### src/hdl/cfm_pkg.sv
// cfm_pkg: shared types and constants of the ir carrier frequency meter
// used by cfm_regs, cfm_ctrl, cfm_datapath and the top level
// no dependencies
package cfm_pkg;

  localparam int unsigned ENTRIES     = 256;
  localparam int unsigned TIME_W      = 32;
  localparam int unsigned IDX_W       = $clog2(ENTRIES);
  localparam int unsigned DIFF_W      = 8;
  localparam int unsigned CNT_W       = IDX_W;
  localparam int unsigned SUM_W       = DIFF_W + IDX_W;
  localparam int unsigned FREQ_W      = 18;
  localparam int unsigned NUM_W       = CNT_W + FREQ_W;
  localparam int unsigned DIV_CNT_W   = $clog2(NUM_W);
  localparam int unsigned KIND_W      = 2;
  localparam int unsigned OUT_DATA_W  = 48;
  localparam int unsigned CFG_ADDR_W  = 3;
  localparam int unsigned CFG_DATA_W  = 32;

  // 1000 khz scale times 256 for 8 fraction bits
  localparam logic [FREQ_W-1:0] FREQ_SCALE = FREQ_W'(256000);
  localparam logic [FREQ_W-1:0] FREQ_MAX   = '1;
  localparam logic [7:0]        COUNT_MAX  = 8'hFF;
  localparam logic [15:0]       SUM_MAX    = 16'hFFFF;

  localparam logic [DIFF_W-1:0] MIN_RESET = DIFF_W'(10);
  localparam logic [DIFF_W-1:0] MAX_RESET = DIFF_W'(50);

  // register word indexes, taken from paddr[2]
  localparam logic REG_MIN = 1'b0;
  localparam logic REG_MAX = 1'b1;

  typedef enum logic [KIND_W-1:0] {
    KIND_EDGE    = 2'd0,
    KIND_COMPUTE = 2'd1,
    KIND_CLEAR   = 2'd2,
    KIND_NONE    = 2'd3
  } cfm_kind_e;

  typedef enum logic [2:0] {
    ST_IDLE,
    ST_WALK,
    ST_DRAIN,
    ST_MUL,
    ST_DIV,
    ST_OUT
  } cfm_state_e;

  typedef struct packed {
    logic capture;
    logic clear;
    logic start;
    logic walk;
    logic mul;
    logic div_step;
    logic load;
  } cfm_cmd_t;

  typedef struct packed {
    logic walk_last;
    logic div_last;
    logic out_free;
  } cfm_sts_t;

endpackage

### src/hdl/ir_carrier_frequency_meter_unit.sv
// ir_carrier_frequency_meter_unit: top level of the ir carrier frequency meter
// instantiates cfm_regs, cfm_ctrl and cfm_datapath; depends on cfm_pkg
//
// usage:
//   slave stream: tuser carries the kind (edge capture, compute, clear) and
//   tdata the microsecond edge timestamp. an edge writes the stamp into a
//   256-entry ring; a clear empties the ring and its write index at once.
//   a compute walks the ring and returns one transaction on the master
//   stream with count, sum, frequency in khz (q8) and the have-data flag.
//   apb port: min interval at 0x0, max interval at 0x4; pready is always high.
// sequence:
//   an edge or a clear is done on acceptance. an accepted compute reads
//   all 256 ring entries on the single read port, then runs one drain,
//   one multiply, the bit-serial divider and a load of the output register.
//   no input is taken during that; the next transaction can be taken in
//   the cycle after the load.
// reset and stall:
//   reset empties the ring and loads window 10..50 us. a stalled result sits
//   in the output register; edges and clears are still taken, and a further
//   compute finishes its work and waits until the register frees up.
module ir_carrier_frequency_meter_unit
  import cfm_pkg::*;
(
  input  logic                  clk_i,
  input  logic                  rst_ni,
  input  logic                  s_axis_tvalid,
  output logic                  s_axis_tready,
  input  logic [TIME_W-1:0]     s_axis_tdata,  // [31:0] timestamp
  input  logic [KIND_W-1:0]     s_axis_tuser,  // [1:0] kind
  output logic                  m_axis_tvalid,
  input  logic                  m_axis_tready,
  // [7:0] sample_count, [23:8] interval_sum, [41:24] freq_khz_q8,
  // [42] have_data, [47:43] zero
  output logic [OUT_DATA_W-1:0] m_axis_tdata,
  input  logic                  psel,
  input  logic                  penable,
  input  logic                  pwrite,
  input  logic [CFG_ADDR_W-1:0] paddr,
  input  logic [CFG_DATA_W-1:0] pwdata,
  output logic [CFG_DATA_W-1:0] prdata,
  output logic                  pready
);

  logic [DIFF_W-1:0] min_int;
  logic [DIFF_W-1:0] max_int;
  cfm_cmd_t          cmd;
  cfm_sts_t          sts;

  cfm_regs u_regs (
    .clk_i   (clk_i),
    .rst_ni  (rst_ni),
    .psel    (psel),
    .penable (penable),
    .pwrite  (pwrite),
    .paddr   (paddr),
    .pwdata  (pwdata),
    .prdata  (prdata),
    .pready  (pready),
    .min_o   (min_int),
    .max_o   (max_int)
  );

  cfm_ctrl u_ctrl (
    .clk_i      (clk_i),
    .rst_ni     (rst_ni),
    .in_valid_i (s_axis_tvalid),
    .kind_i     (s_axis_tuser),
    .in_ready_o (s_axis_tready),
    .sts_i      (sts),
    .cmd_o      (cmd)
  );

  cfm_datapath u_datapath (
    .clk_i       (clk_i),
    .rst_ni      (rst_ni),
    .cmd_i       (cmd),
    .sts_o       (sts),
    .timestamp_i (s_axis_tdata),
    .min_i       (min_int),
    .max_i       (max_int),
    .out_ready_i (m_axis_tready),
    .out_valid_o (m_axis_tvalid),
    .out_data_o  (m_axis_tdata)
  );

endmodule

### src/hdl/cfm_regs.sv
// cfm_regs: apb register file holding the accepted interval window
// depends on cfm_pkg
module cfm_regs
  import cfm_pkg::*;
(
  input  logic                  clk_i,
  input  logic                  rst_ni,
  input  logic                  psel,
  input  logic                  penable,
  input  logic                  pwrite,
  input  logic [CFG_ADDR_W-1:0] paddr,
  input  logic [CFG_DATA_W-1:0] pwdata,
  output logic [CFG_DATA_W-1:0] prdata,
  output logic                  pready,
  output logic [DIFF_W-1:0]     min_o,
  output logic [DIFF_W-1:0]     max_o
);

  logic [DIFF_W-1:0] min_q, min_d;
  logic [DIFF_W-1:0] max_q, max_d;
  logic              wr_en;

  assign pready = 1'b1;
  assign wr_en  = psel & penable & pwrite & pready;

  always_comb begin
    min_d = min_q;
    max_d = max_q;
    if (wr_en) begin
      if (paddr[2] == REG_MIN) begin
        min_d = pwdata[DIFF_W-1:0];
      end else begin
        max_d = pwdata[DIFF_W-1:0];
      end
    end
  end

  always_ff @(posedge clk_i or negedge rst_ni) begin
    if (!rst_ni) begin
      min_q <= MIN_RESET;
      max_q <= MAX_RESET;
    end else begin
      min_q <= min_d;
      max_q <= max_d;
    end
  end

  assign prdata = (paddr[2] == REG_MIN) ? CFG_DATA_W'(min_q) : CFG_DATA_W'(max_q);
  assign min_o  = min_q;
  assign max_o  = max_q;

endmodule

### src/hdl/cfm_ctrl.sv
// cfm_ctrl: sequencer for capture, clear and the compute walk and divide
// depends on cfm_pkg
module cfm_ctrl
  import cfm_pkg::*;
(
  input  logic              clk_i,
  input  logic              rst_ni,
  input  logic              in_valid_i,
  input  logic [KIND_W-1:0] kind_i,
  output logic              in_ready_o,
  input  cfm_sts_t          sts_i,
  output cfm_cmd_t          cmd_o
);

  cfm_state_e state_q, state_d;
  cfm_kind_e  kind;
  logic       accept;

  assign kind   = cfm_kind_e'(kind_i);
  assign accept = in_valid_i & in_ready_o;

  always_ff @(posedge clk_i or negedge rst_ni) begin
    if (!rst_ni) begin
      state_q <= ST_IDLE;
    end else begin
      state_q <= state_d;
    end
  end

  always_comb begin
    state_d    = state_q;
    cmd_o      = '0;
    in_ready_o = 1'b0;
    case (state_q)
      ST_IDLE: begin
        in_ready_o = 1'b1;
        if (accept) begin
          case (kind)
            KIND_EDGE:    cmd_o.capture = 1'b1;
            KIND_CLEAR:   cmd_o.clear   = 1'b1;
            KIND_COMPUTE: begin
              cmd_o.start = 1'b1;
              state_d     = ST_WALK;
            end
            default: ;
          endcase
        end
      end
      ST_WALK: begin
        cmd_o.walk = 1'b1;
        if (sts_i.walk_last) begin
          state_d = ST_DRAIN;
        end
      end
      // last read entry is folded into the sums here
      ST_DRAIN: state_d = ST_MUL;
      ST_MUL: begin
        cmd_o.mul = 1'b1;
        state_d   = ST_DIV;
      end
      ST_DIV: begin
        cmd_o.div_step = 1'b1;
        if (sts_i.div_last) begin
          state_d = ST_OUT;
        end
      end
      ST_OUT: begin
        if (sts_i.out_free) begin
          cmd_o.load = 1'b1;
          state_d    = ST_IDLE;
        end
      end
      default: state_d = ST_IDLE;
    endcase
  end

endmodule

### src/hdl/cfm_datapath.sv
// cfm_datapath: stamp ring, interval accumulators, divider and output register
// depends on cfm_pkg
module cfm_datapath
  import cfm_pkg::*;
(
  input  logic                  clk_i,
  input  logic                  rst_ni,
  input  cfm_cmd_t              cmd_i,
  output cfm_sts_t              sts_o,
  input  logic [TIME_W-1:0]     timestamp_i,
  input  logic [DIFF_W-1:0]     min_i,
  input  logic [DIFF_W-1:0]     max_i,
  input  logic                  out_ready_i,
  output logic                  out_valid_o,
  output logic [OUT_DATA_W-1:0] out_data_o
);

  // each entry keeps the low stamp bits and a nonzero flag of the full stamp
  logic [DIFF_W:0]       mem [ENTRIES];
  logic [ENTRIES-1:0]    vld_q;
  logic [IDX_W-1:0]      wr_idx_q;
  logic [IDX_W-1:0]      rd_addr_q;
  logic [IDX_W-1:0]      rd_idx_q;
  logic                  rd_vld_q;
  logic [DIFF_W:0]       ent_q;
  logic                  ent_vld_q;
  logic [DIFF_W:0]       ent;
  logic [DIFF_W-1:0]     prev_q;
  logic [DIFF_W-1:0]     diff;
  logic                  keep;
  logic [CNT_W-1:0]      cnt_q;
  logic [SUM_W-1:0]      sum_q;
  logic                  have_q;
  logic [NUM_W-1:0]      num_q;
  logic [SUM_W-1:0]      rem_q;
  logic [SUM_W:0]        rem_sh;
  logic                  q_bit;
  logic [DIV_CNT_W-1:0]  div_cnt_q;
  logic                  out_valid_q;
  logic [OUT_DATA_W-1:0] out_data_q;
  logic [7:0]            cnt_sat;
  logic [15:0]           sum_sat;
  logic [FREQ_W-1:0]     freq;

  // ring writes
  always_ff @(posedge clk_i) begin
    if (cmd_i.capture) begin
      mem[wr_idx_q] <= {(timestamp_i != '0), timestamp_i[DIFF_W-1:0]};
    end
  end

  always_ff @(posedge clk_i) begin
    ent_q <= mem[rd_addr_q];
  end

  always_ff @(posedge clk_i or negedge rst_ni) begin
    if (!rst_ni) begin
      vld_q    <= '0;
      wr_idx_q <= '0;
    end else if (cmd_i.clear) begin
      vld_q    <= '0;
      wr_idx_q <= '0;
    end else if (cmd_i.capture) begin
      vld_q[wr_idx_q] <= 1'b1;
      wr_idx_q <= (wr_idx_q == IDX_W'(ENTRIES - 1)) ? '0 : wr_idx_q + 1'b1;
    end
  end

  // walk: address issue, registered read, then accumulate
  always_ff @(posedge clk_i or negedge rst_ni) begin
    if (!rst_ni) begin
      rd_addr_q <= '0;
      rd_vld_q  <= 1'b0;
    end else begin
      rd_vld_q <= cmd_i.walk;
      if (cmd_i.start) begin
        rd_addr_q <= '0;
      end else if (cmd_i.walk) begin
        rd_addr_q <= rd_addr_q + 1'b1;
      end
    end
  end

  always_ff @(posedge clk_i) begin
    rd_idx_q  <= rd_addr_q;
    ent_vld_q <= vld_q[rd_addr_q];
  end

  assign ent  = ent_vld_q ? ent_q : '0;
  assign diff = ent[DIFF_W-1:0] - prev_q;
  assign keep = (diff >= min_i) && (diff <= max_i) && (rd_idx_q != '0);

  always_ff @(posedge clk_i) begin
    if (cmd_i.start) begin
      cnt_q  <= '0;
      sum_q  <= '0;
      have_q <= 1'b0;
    end else if (rd_vld_q) begin
      prev_q <= ent[DIFF_W-1:0];
      if (keep) begin
        cnt_q <= cnt_q + 1'b1;
        sum_q <= sum_q + SUM_W'(diff);
      end
      if (rd_idx_q >= IDX_W'(ENTRIES - 2)) begin
        have_q <= have_q | ent[DIFF_W];
      end
    end
  end

  // restoring divider, one quotient bit per cycle
  assign rem_sh = {rem_q, num_q[NUM_W-1]};
  assign q_bit  = (rem_sh >= {1'b0, sum_q});

  always_ff @(posedge clk_i) begin
    if (cmd_i.mul) begin
      num_q     <= NUM_W'(cnt_q) * NUM_W'(FREQ_SCALE);
      rem_q     <= '0;
      div_cnt_q <= '0;
    end else if (cmd_i.div_step) begin
      rem_q     <= q_bit ? SUM_W'(rem_sh - {1'b0, sum_q}) : SUM_W'(rem_sh);
      num_q     <= {num_q[NUM_W-2:0], q_bit};
      div_cnt_q <= div_cnt_q + 1'b1;
    end
  end

  assign sts_o.walk_last = (rd_addr_q == IDX_W'(ENTRIES - 1));
  assign sts_o.div_last  = (div_cnt_q == DIV_CNT_W'(NUM_W - 1));
  assign sts_o.out_free  = !out_valid_q || out_ready_i;

  // clamp count and sum to the widths of their output fields
  assign cnt_sat = (cnt_q > CNT_W'(COUNT_MAX)) ? COUNT_MAX : 8'(cnt_q);
  assign sum_sat = (sum_q > SUM_W'(SUM_MAX)) ? SUM_MAX : 16'(sum_q);

  always_comb begin
    if (sum_q == '0) begin
      freq = '0;
    end else if (num_q > NUM_W'(FREQ_MAX)) begin
      freq = FREQ_MAX;
    end else begin
      freq = FREQ_W'(num_q);
    end
  end

  always_ff @(posedge clk_i or negedge rst_ni) begin
    if (!rst_ni) begin
      out_valid_q <= 1'b0;
    end else if (cmd_i.load) begin
      out_valid_q <= 1'b1;
    end else if (out_ready_i) begin
      out_valid_q <= 1'b0;
    end
  end

  always_ff @(posedge clk_i) begin
    if (cmd_i.load) begin
      out_data_q <= OUT_DATA_W'({have_q, freq, sum_sat, cnt_sat});
    end
  end

  assign out_valid_o = out_valid_q;
  assign out_data_o  = out_data_q;

endmodule
### config.mk
export PLATFORM = sky130hd
export DESIGN_NAME = ir_carrier_frequency_meter_unit
export DESIGN_NICKNAME = d
export VERILOG_FILES = /design/src/hdl/cfm_pkg.sv /design/src/hdl/ir_carrier_frequency_meter_unit.sv /design/src/hdl/cfm_regs.sv /design/src/hdl/cfm_ctrl.sv /design/src/hdl/cfm_datapath.sv
export SDC_FILE = /design/constraint.sdc
export NUM_CORES = 2
export LEC_CHECK = 0
export BUFFER_PORTS_ARGS = -buffer_cell sky130_fd_sc_hd__buf_4
export CORE_MARGIN = 2
export CORE_UTILIZATION = 50
export CTS_BUF_LIST = sky130_fd_sc_hd__clkbuf_2
export DETAILED_ROUTE_END_ITERATION = 10
export PLACE_DENSITY_LB_ADDON = 0.15
export SYNTH_ARGS = -nofsm -noshare
export SYNTH_HDL_FRONTEND = slang
export SYNTH_SLANG_ARGS = --single-unit
### constraint.sdc
create_clock -name clk_i -period 7 [get_ports clk_i]
set_input_delay 1.4 -clock clk_i [delete_from_list [all_inputs] [get_ports clk_i]]
set_output_delay 1.4 -clock clk_i [all_outputs]
set_load 0.005 [all_outputs]
### Word level (Yosys, flattened, before mapping)

Memories as Yosys holds them, arrays and structs flattened. A register that Yosys moved wholly into a read port is not among the register bits.
Cells that the tools add are included.

* bits in registers: 425
* latch bits: 0
* bits in writable memories: 2304
* ROM bits: 0
* bits of input ports: 76
* output and inout bits: 83
* memories: 1

Memories
* u_datapath.mem: depth 256, bits a word 9, rd ports 1, clocked after Yosys merged registers in 1, wr ports 1, RTL line cfm_datapath.sv:19 `logic [DIFF_W:0] mem [ENTRIES];`

* add/subtract/negate cells: 7
* multiply operators: 1
* divide/modulo/power cells: 0
* order comparisons: 10
* eq/ne operators: 15
* shift-type cells: 0
* multiplexer cells: 38
* bitwise logic cells: 7
* reductions and logical operators: 20

Operator list (number)
* two-way mux 256 bit: 2
* bitwise OR 256 bit: 1
* two-way mux 26 bit: 2
* two-way mux 8 bit: 6
* nonzero test 32 bit: 1
* greater-than comparator 26 x 18 -> 1 bit, second input constant: 1
* adder 8 x 1 -> 8 bit, second input constant: 3
* two-way mux 3 bit: 7
* < comparator 8 x 9 -> 1 bit, second input constant: 2
* two-way mux 18 bit: 1
* case mux 3 bit (6 select lines): 1
* greater-or-equal comparator 17 x 16 -> 1 bit: 1
* adder 16 x 8 -> 16 bit: 1
* == test 8 bit, second input constant: 2
* greater-than comparator 16 bit, second input constant: 1
* zero test 16 bit: 1
* two-way mux 16 bit: 1
* subtractor 16 bit: 1
* multiplier 8 x 7 -> 15 bit, second input constant: 1
* two-way mux 1 bit: 15
* AND reduction 2 bit: 5
* two-way mux 9 bit: 1
* binary-select mux 1 bit (select 8 bit): 1
* demux 1 bit (select 8 bit): 1
* 26 further kinds: 39

### Logic depth before layout (Yosys ltp)

* word-level depth: 7
* depth in mapped cells: 20
* depth with buffers taken out: 18

### By module

A second synthesis with hierarchy kept.

* cell total of the unflattened synthesis: 6206
* area, all modules: 111423.1 sq um

Modules (own cells, without submodules)
* cfm_datapath: instances 1, cells an instance 6108, area each 110217.0 sq um, seq. area each 79526.3 sq um
* cfm_regs: instances 1, cells an instance 70, area each 928.4 sq um, seq. area each 406.6 sq um
* cfm_ctrl: instances 1, cells an instance 28, area each 277.8 sq um, seq. area each 75.1 sq um

### Worst setup path after synthesis

No wires, ideal clock.

* kind: flip-flop to flip-flop
* start: reg u_datapath.cnt_q[1]
* end: reg u_datapath.num_q[25], data pin
* setup time: 0.256 ns
* data arrival time: 4.423 ns
* required time: 6.744 ns
* path slack: 2.320 ns
* stages on the path, launching flop included: 15
* buffers on the path: 0
* period minus slack after synthesis: 4.680 ns
* cells stage by stage: dfxtp_1 inv_1 fa_1 fa_1 fa_1 fa_1 inv_1 ha_1 or3_1 a41oi_1 o21ai_0 a2111oi_0 nor3_1 xnor2_1 a22o_1

* longest elaborated chain between the ends: 2

RTL lines
* start, declared: RTL line cfm_datapath.sv:31 `logic [CNT_W-1:0] cnt_q;`
* start signal, assigned: RTL line cfm_datapath.sv:101 `cnt_q <= cnt_q + 1'b1;`
* multiplier 8 x 7 -> 15 bit: RTL line cfm_datapath.sv:116 `num_q <= NUM_W'(cnt_q) * NUM_W'(FREQ_SCALE);`
* two-way mux 26 bit: RTL line cfm_datapath.sv:115 `if (cmd_i.mul) begin`
* end signal, assigned: RTL line cfm_datapath.sv:116
* end signal, assigned: RTL line cfm_datapath.sv:121 `num_q <= {num_q[NUM_W-2:0], q_bit};`
* end, declared: RTL line cfm_datapath.sv:34 `logic [NUM_W-1:0] num_q;`

No other way between the ends.
A chain may end at the register's enable or synchronous reset.

### Worst setup path after layout

Same ends and word-level chain as after synthesis.

==> results.md <==
- Status: complete, no violations
- Clk root buf: clkbuf_2
- Worst-case clock buffer depth: 4
- Remaining DRCs: 0
- RSZ-0062 raised after global routing: no
- Fin Setup TNS: 0 ns
- Synth top area cells: edfxtp_1, mux4_2, dfrtp_1, mux2i_1, nor2_1
- Antenna-violating nets left: 0
- Max transition margin: 2.15%
- Slowest stage cell, crit path: fa_1
- Cell Chain, Critical Path: inv_1 -> fa_1 -> fa_1 -> fa_1 -> fa_1 -> inv_1 -> ha_1 -> or3_1 -> a41oi_1 -> o21ai_0 -> a2111oi_0 -> nor3_1 -> xnor2_1 -> a22o_1
- Worst Hold Class: primary input to flop
- DP Wirelength: roughly 180,000 um
- Switching Share: between 30 and 40%
- Max VDD drop: between 300 and 400 uV
- Most frequent cell after synthesis: edfxtp_1
- Worst skew pair latency: 2.02 ns
- Slew @ Worst Pin: 1.46 ns
- Die area: 0.225 mm2
- Worst Setup End Kind: flop
- DR pass1 iterations: 8
- Setup CP Type: flop to flop
- CP dominant cell by count: fa_1
- Max stage delay on crit path: between 0.5 and 0.6 ns
- Max capacitance violation total: 0
- Violation count after the first detailed-route iteration: 8,186
- Reg power frac: 42.7%
- Post-Place Cells: 9,134
- Row count: 172
- Critical Path Fanout Max: 8
- Vias per cell: 6.16
- Final Hold Fails: 0
- Global route overflow: 0
- # H-tree levels: 6
- Filler instances: 17,700
- Clock transition at the registers of the reported paths: 0.10 ns
- Starting Density: 50.4%
- Fin cells: 10,400
- Comb pwr share: 32.8%
- Top cell type's share of synthesized area: between 60 and 70%
- WP buf/inv: 2
- Crit share post-route: 72.7%
- IO Count: 159
- Port bufs: just over 100
- Total power: 43,500 uW
- Largest net degree at the start of global routing: 171
- Syn Area/Cell: 17.5 um2
- Pins Over Slew Limit: 0
- Gpl congestion: 0.831
- Global Route Usage Sum: 27.7%
- Worst path top cell family by delay: adder cells
- Max Freq: 196 MHz
- Chip width: around 470 um
- Min Tclk post-route: 5.09 ns
- Netlist cell types: between 80 and 90
- Leak: between 0.04 and 0.05 uW
- Mapped Cells: 6,319
- Hold slack final: roughly 0.19 ns
- Seq cells post-synth: roughly 2,700
- P_sw: between 15,000 and 20,000 uW
- Mapped Area: 0.111 mm2
- Critical path launch point type: flop
- Post-synth top flop: edfxtp_1
- CTS tree: built
- CTS buffer count: about 690
- Final clock skew: 0.168 ns
- EDFF count, synth: 2,370
- Nets: 7,098
- Endpoints failing setup: 0
- P per Cell Area: 360 mW/mm2
- First-pass GRT wire length: 447,000 um
- Most common library cells after synthesis: edfxtp_1, nor2_1, mux4_2
- Post-CTS Setup Bufs: 0
- Vias in the first global route: 63,300
- Syn. warnings: 0
- Final WL: 313,000 um
- Register area share after synthesis: 72.2%
- Worst path required time: between 8 and 9 ns
- Core area: between 0.2 and 0.25 mm2
- Int Power: 27,600 uW
- Die H: 475 um
- Clock power frac: 24.5%
- Post-synth top area cell: edfxtp_1
- Vias after detailed routing: between 60,000 and 70,000
- CTS sink cnt: 2,738
- Critical Path AT: about 6.7 ns
- Initial antenna violation count: 21
- DR WL/cell: just over 30 um
- Area delta synth->final: 9.17%
- Async S/R FF share, synth: between 10% and 20%
- Share of cells above drive strength 1: approximately a quarter
-- state kept, by name (all words and copies together), names as in the netlist --
| register | flops |
|---|---|
| u_datapath.mem | 2304 |
| u_datapath.vld_q | 256 |
| u_datapath.out_data_o | 43 |
| u_datapath.num_q | 26 |
| u_datapath.rem_q | 16 |
| u_datapath.sum_q | 16 |
| u_datapath.ent_q | 9 |
| u_datapath.cnt_q | 8 |
| u_datapath.prev_q | 8 |
| u_datapath.rd_addr_q | 8 |
| u_datapath.rd_idx_q | 8 |
| u_datapath.wr_idx_q | 8 |
| u_regs.max_o | 8 |
| u_regs.min_o | 8 |
| u_datapath.div_cnt_q | 5 |
| u_ctrl.state_q | 3 |
| u_datapath.ent_vld_q | 1 |
| u_datapath.have_q | 1 |
| u_datapath.out_valid_o | 1 |
| u_datapath.rd_vld_q | 1 |
-- through the flow --
stage | area, um2 | util, % | worst slack [ns]
6_report | 121000 | 55.0 | 1.91
5_1_grt | 121000 | 55.0 | 1.47
4_1_cts | 121000 | 55.0 | 1.88
3_5_place_dp | 115000 | 52.1 | 1.67
3_3_place_gp | 115000 | 52.1 | 1.70
2_1_floorplan | 111000 | - | 2.32
-- area by class of cell --
cell class | instances | area (um2) | share of cell area, %
diodes | 15 | 37.5 | 0.0310
inverters | 94 | 358 | 0.296
repair buffers | 281 | 2490 | 2.06
flip-flops and latches | 2738 | 80000 | 66.2
clock buffers | 1034 | 5170 | 4.28
well taps | 2958 | 3700 | 3.06
clock inverters | 145 | 865 | 0.715
multi-input cells | 3099 | 28300 | 23.4
-- placed cells by master (no fill, tap or decap), types with 21 or more instances in the layout --
master / count
o221ai_1: 28
nor3_1: 33
buf_4: 219
edfxtp_1: 2370
o21ai_0: 109
clkbuf_2: 1034
mux2_2: 53
o21a_1: 26
nand3_1: 47
mux4_2: 510
nand2_1: 214
a211oi_1: 38
dlygate4sd3_1: 35
inv_1: 90
clkinv_1: 102
nor2_1: 635
conb_1: 30
or3_1: 21
o22ai_1: 55
fa_1: 24
a22oi_1: 82
xnor2_1: 30
nor4_1: 24
a31oi_1: 27
nand4_1: 33
a21oi_1: 345
dfxtp_1: 75
mux2i_1: 263
dfrtp_1: 281
ha_1: 93
a221oi_1: 60
a22o_1: 34
-- path summary, 6_finish.rpt --
kind / from / endpoint / slack (ns) / cells past startpoint
setup / recovery: u_datapath.cnt_q[1] / u_datapath.num_q[25] / 1.91 / 14
hold / removal: s_axis_tdata[3] / u_datapath.mem[215][3] / 0.19 / 1
setup reg to reg: u_datapath.cnt_q[1] / u_datapath.num_q[25] / 1.91 / 14
hold reg to reg: u_datapath.have_q / u_datapath.out_data_o[42] / 0.46 / 0
max in group asynchronous: rst_ni / u_regs.max_o[6] / 5.48 / 4
min in group asynchronous: rst_ni / u_datapath.vld_q[82] / 0.52 / 4
-- power groups by stage --
stage | Sequential [uW] | Combinational [uW] | Clock [uW]
floorplan | 18500 | 9590 | 0
detailed placement | 18900 | 14200 | 0
CTS | 18600 | 14200 | 10900
global placement | 18900 | 14100 | 0
global route | 18600 | 15100 | 11700
finish | 18600 | 14300 | 10700
-- logic make-up (layout without fill, tap and decap cells) --
logic type	count (synthesis)	count (layout)	synth area share, %
DFF	2738	2738	72.2
and+or+nand+nor	1145	1145	4.45
AOI/OAI and AO/OA	923	923	5.37
muxes	839	839	13.6
buffers and inverters	510	1554	2.53
adders and majority gates	117	117	1.48
xor gates and xnor gates	45	45	0.356
other	2	45	0.00678
-- repair_timing --
item,in CTS,in global routing
hold endpoints to repair,620,0
hold buffers,36,0
gates resized for setup,0,0
-- metal layers --
| layer | vias up | GRT usage (%) | part of all wire [%] |
|---|---|---|---|
| met2 | 3580 | 42.5 | 47 |
| met5 | - | 0 | 0.0029 |
| met3 | 536 | 6.16 | 10 |
| met4 | 2 | 10.0 | 3.0 |
| met1 | 33200 | 39.3 | 40 |
| li1 | 26600 | - | - |
Power figures use the tool's default switching activity.
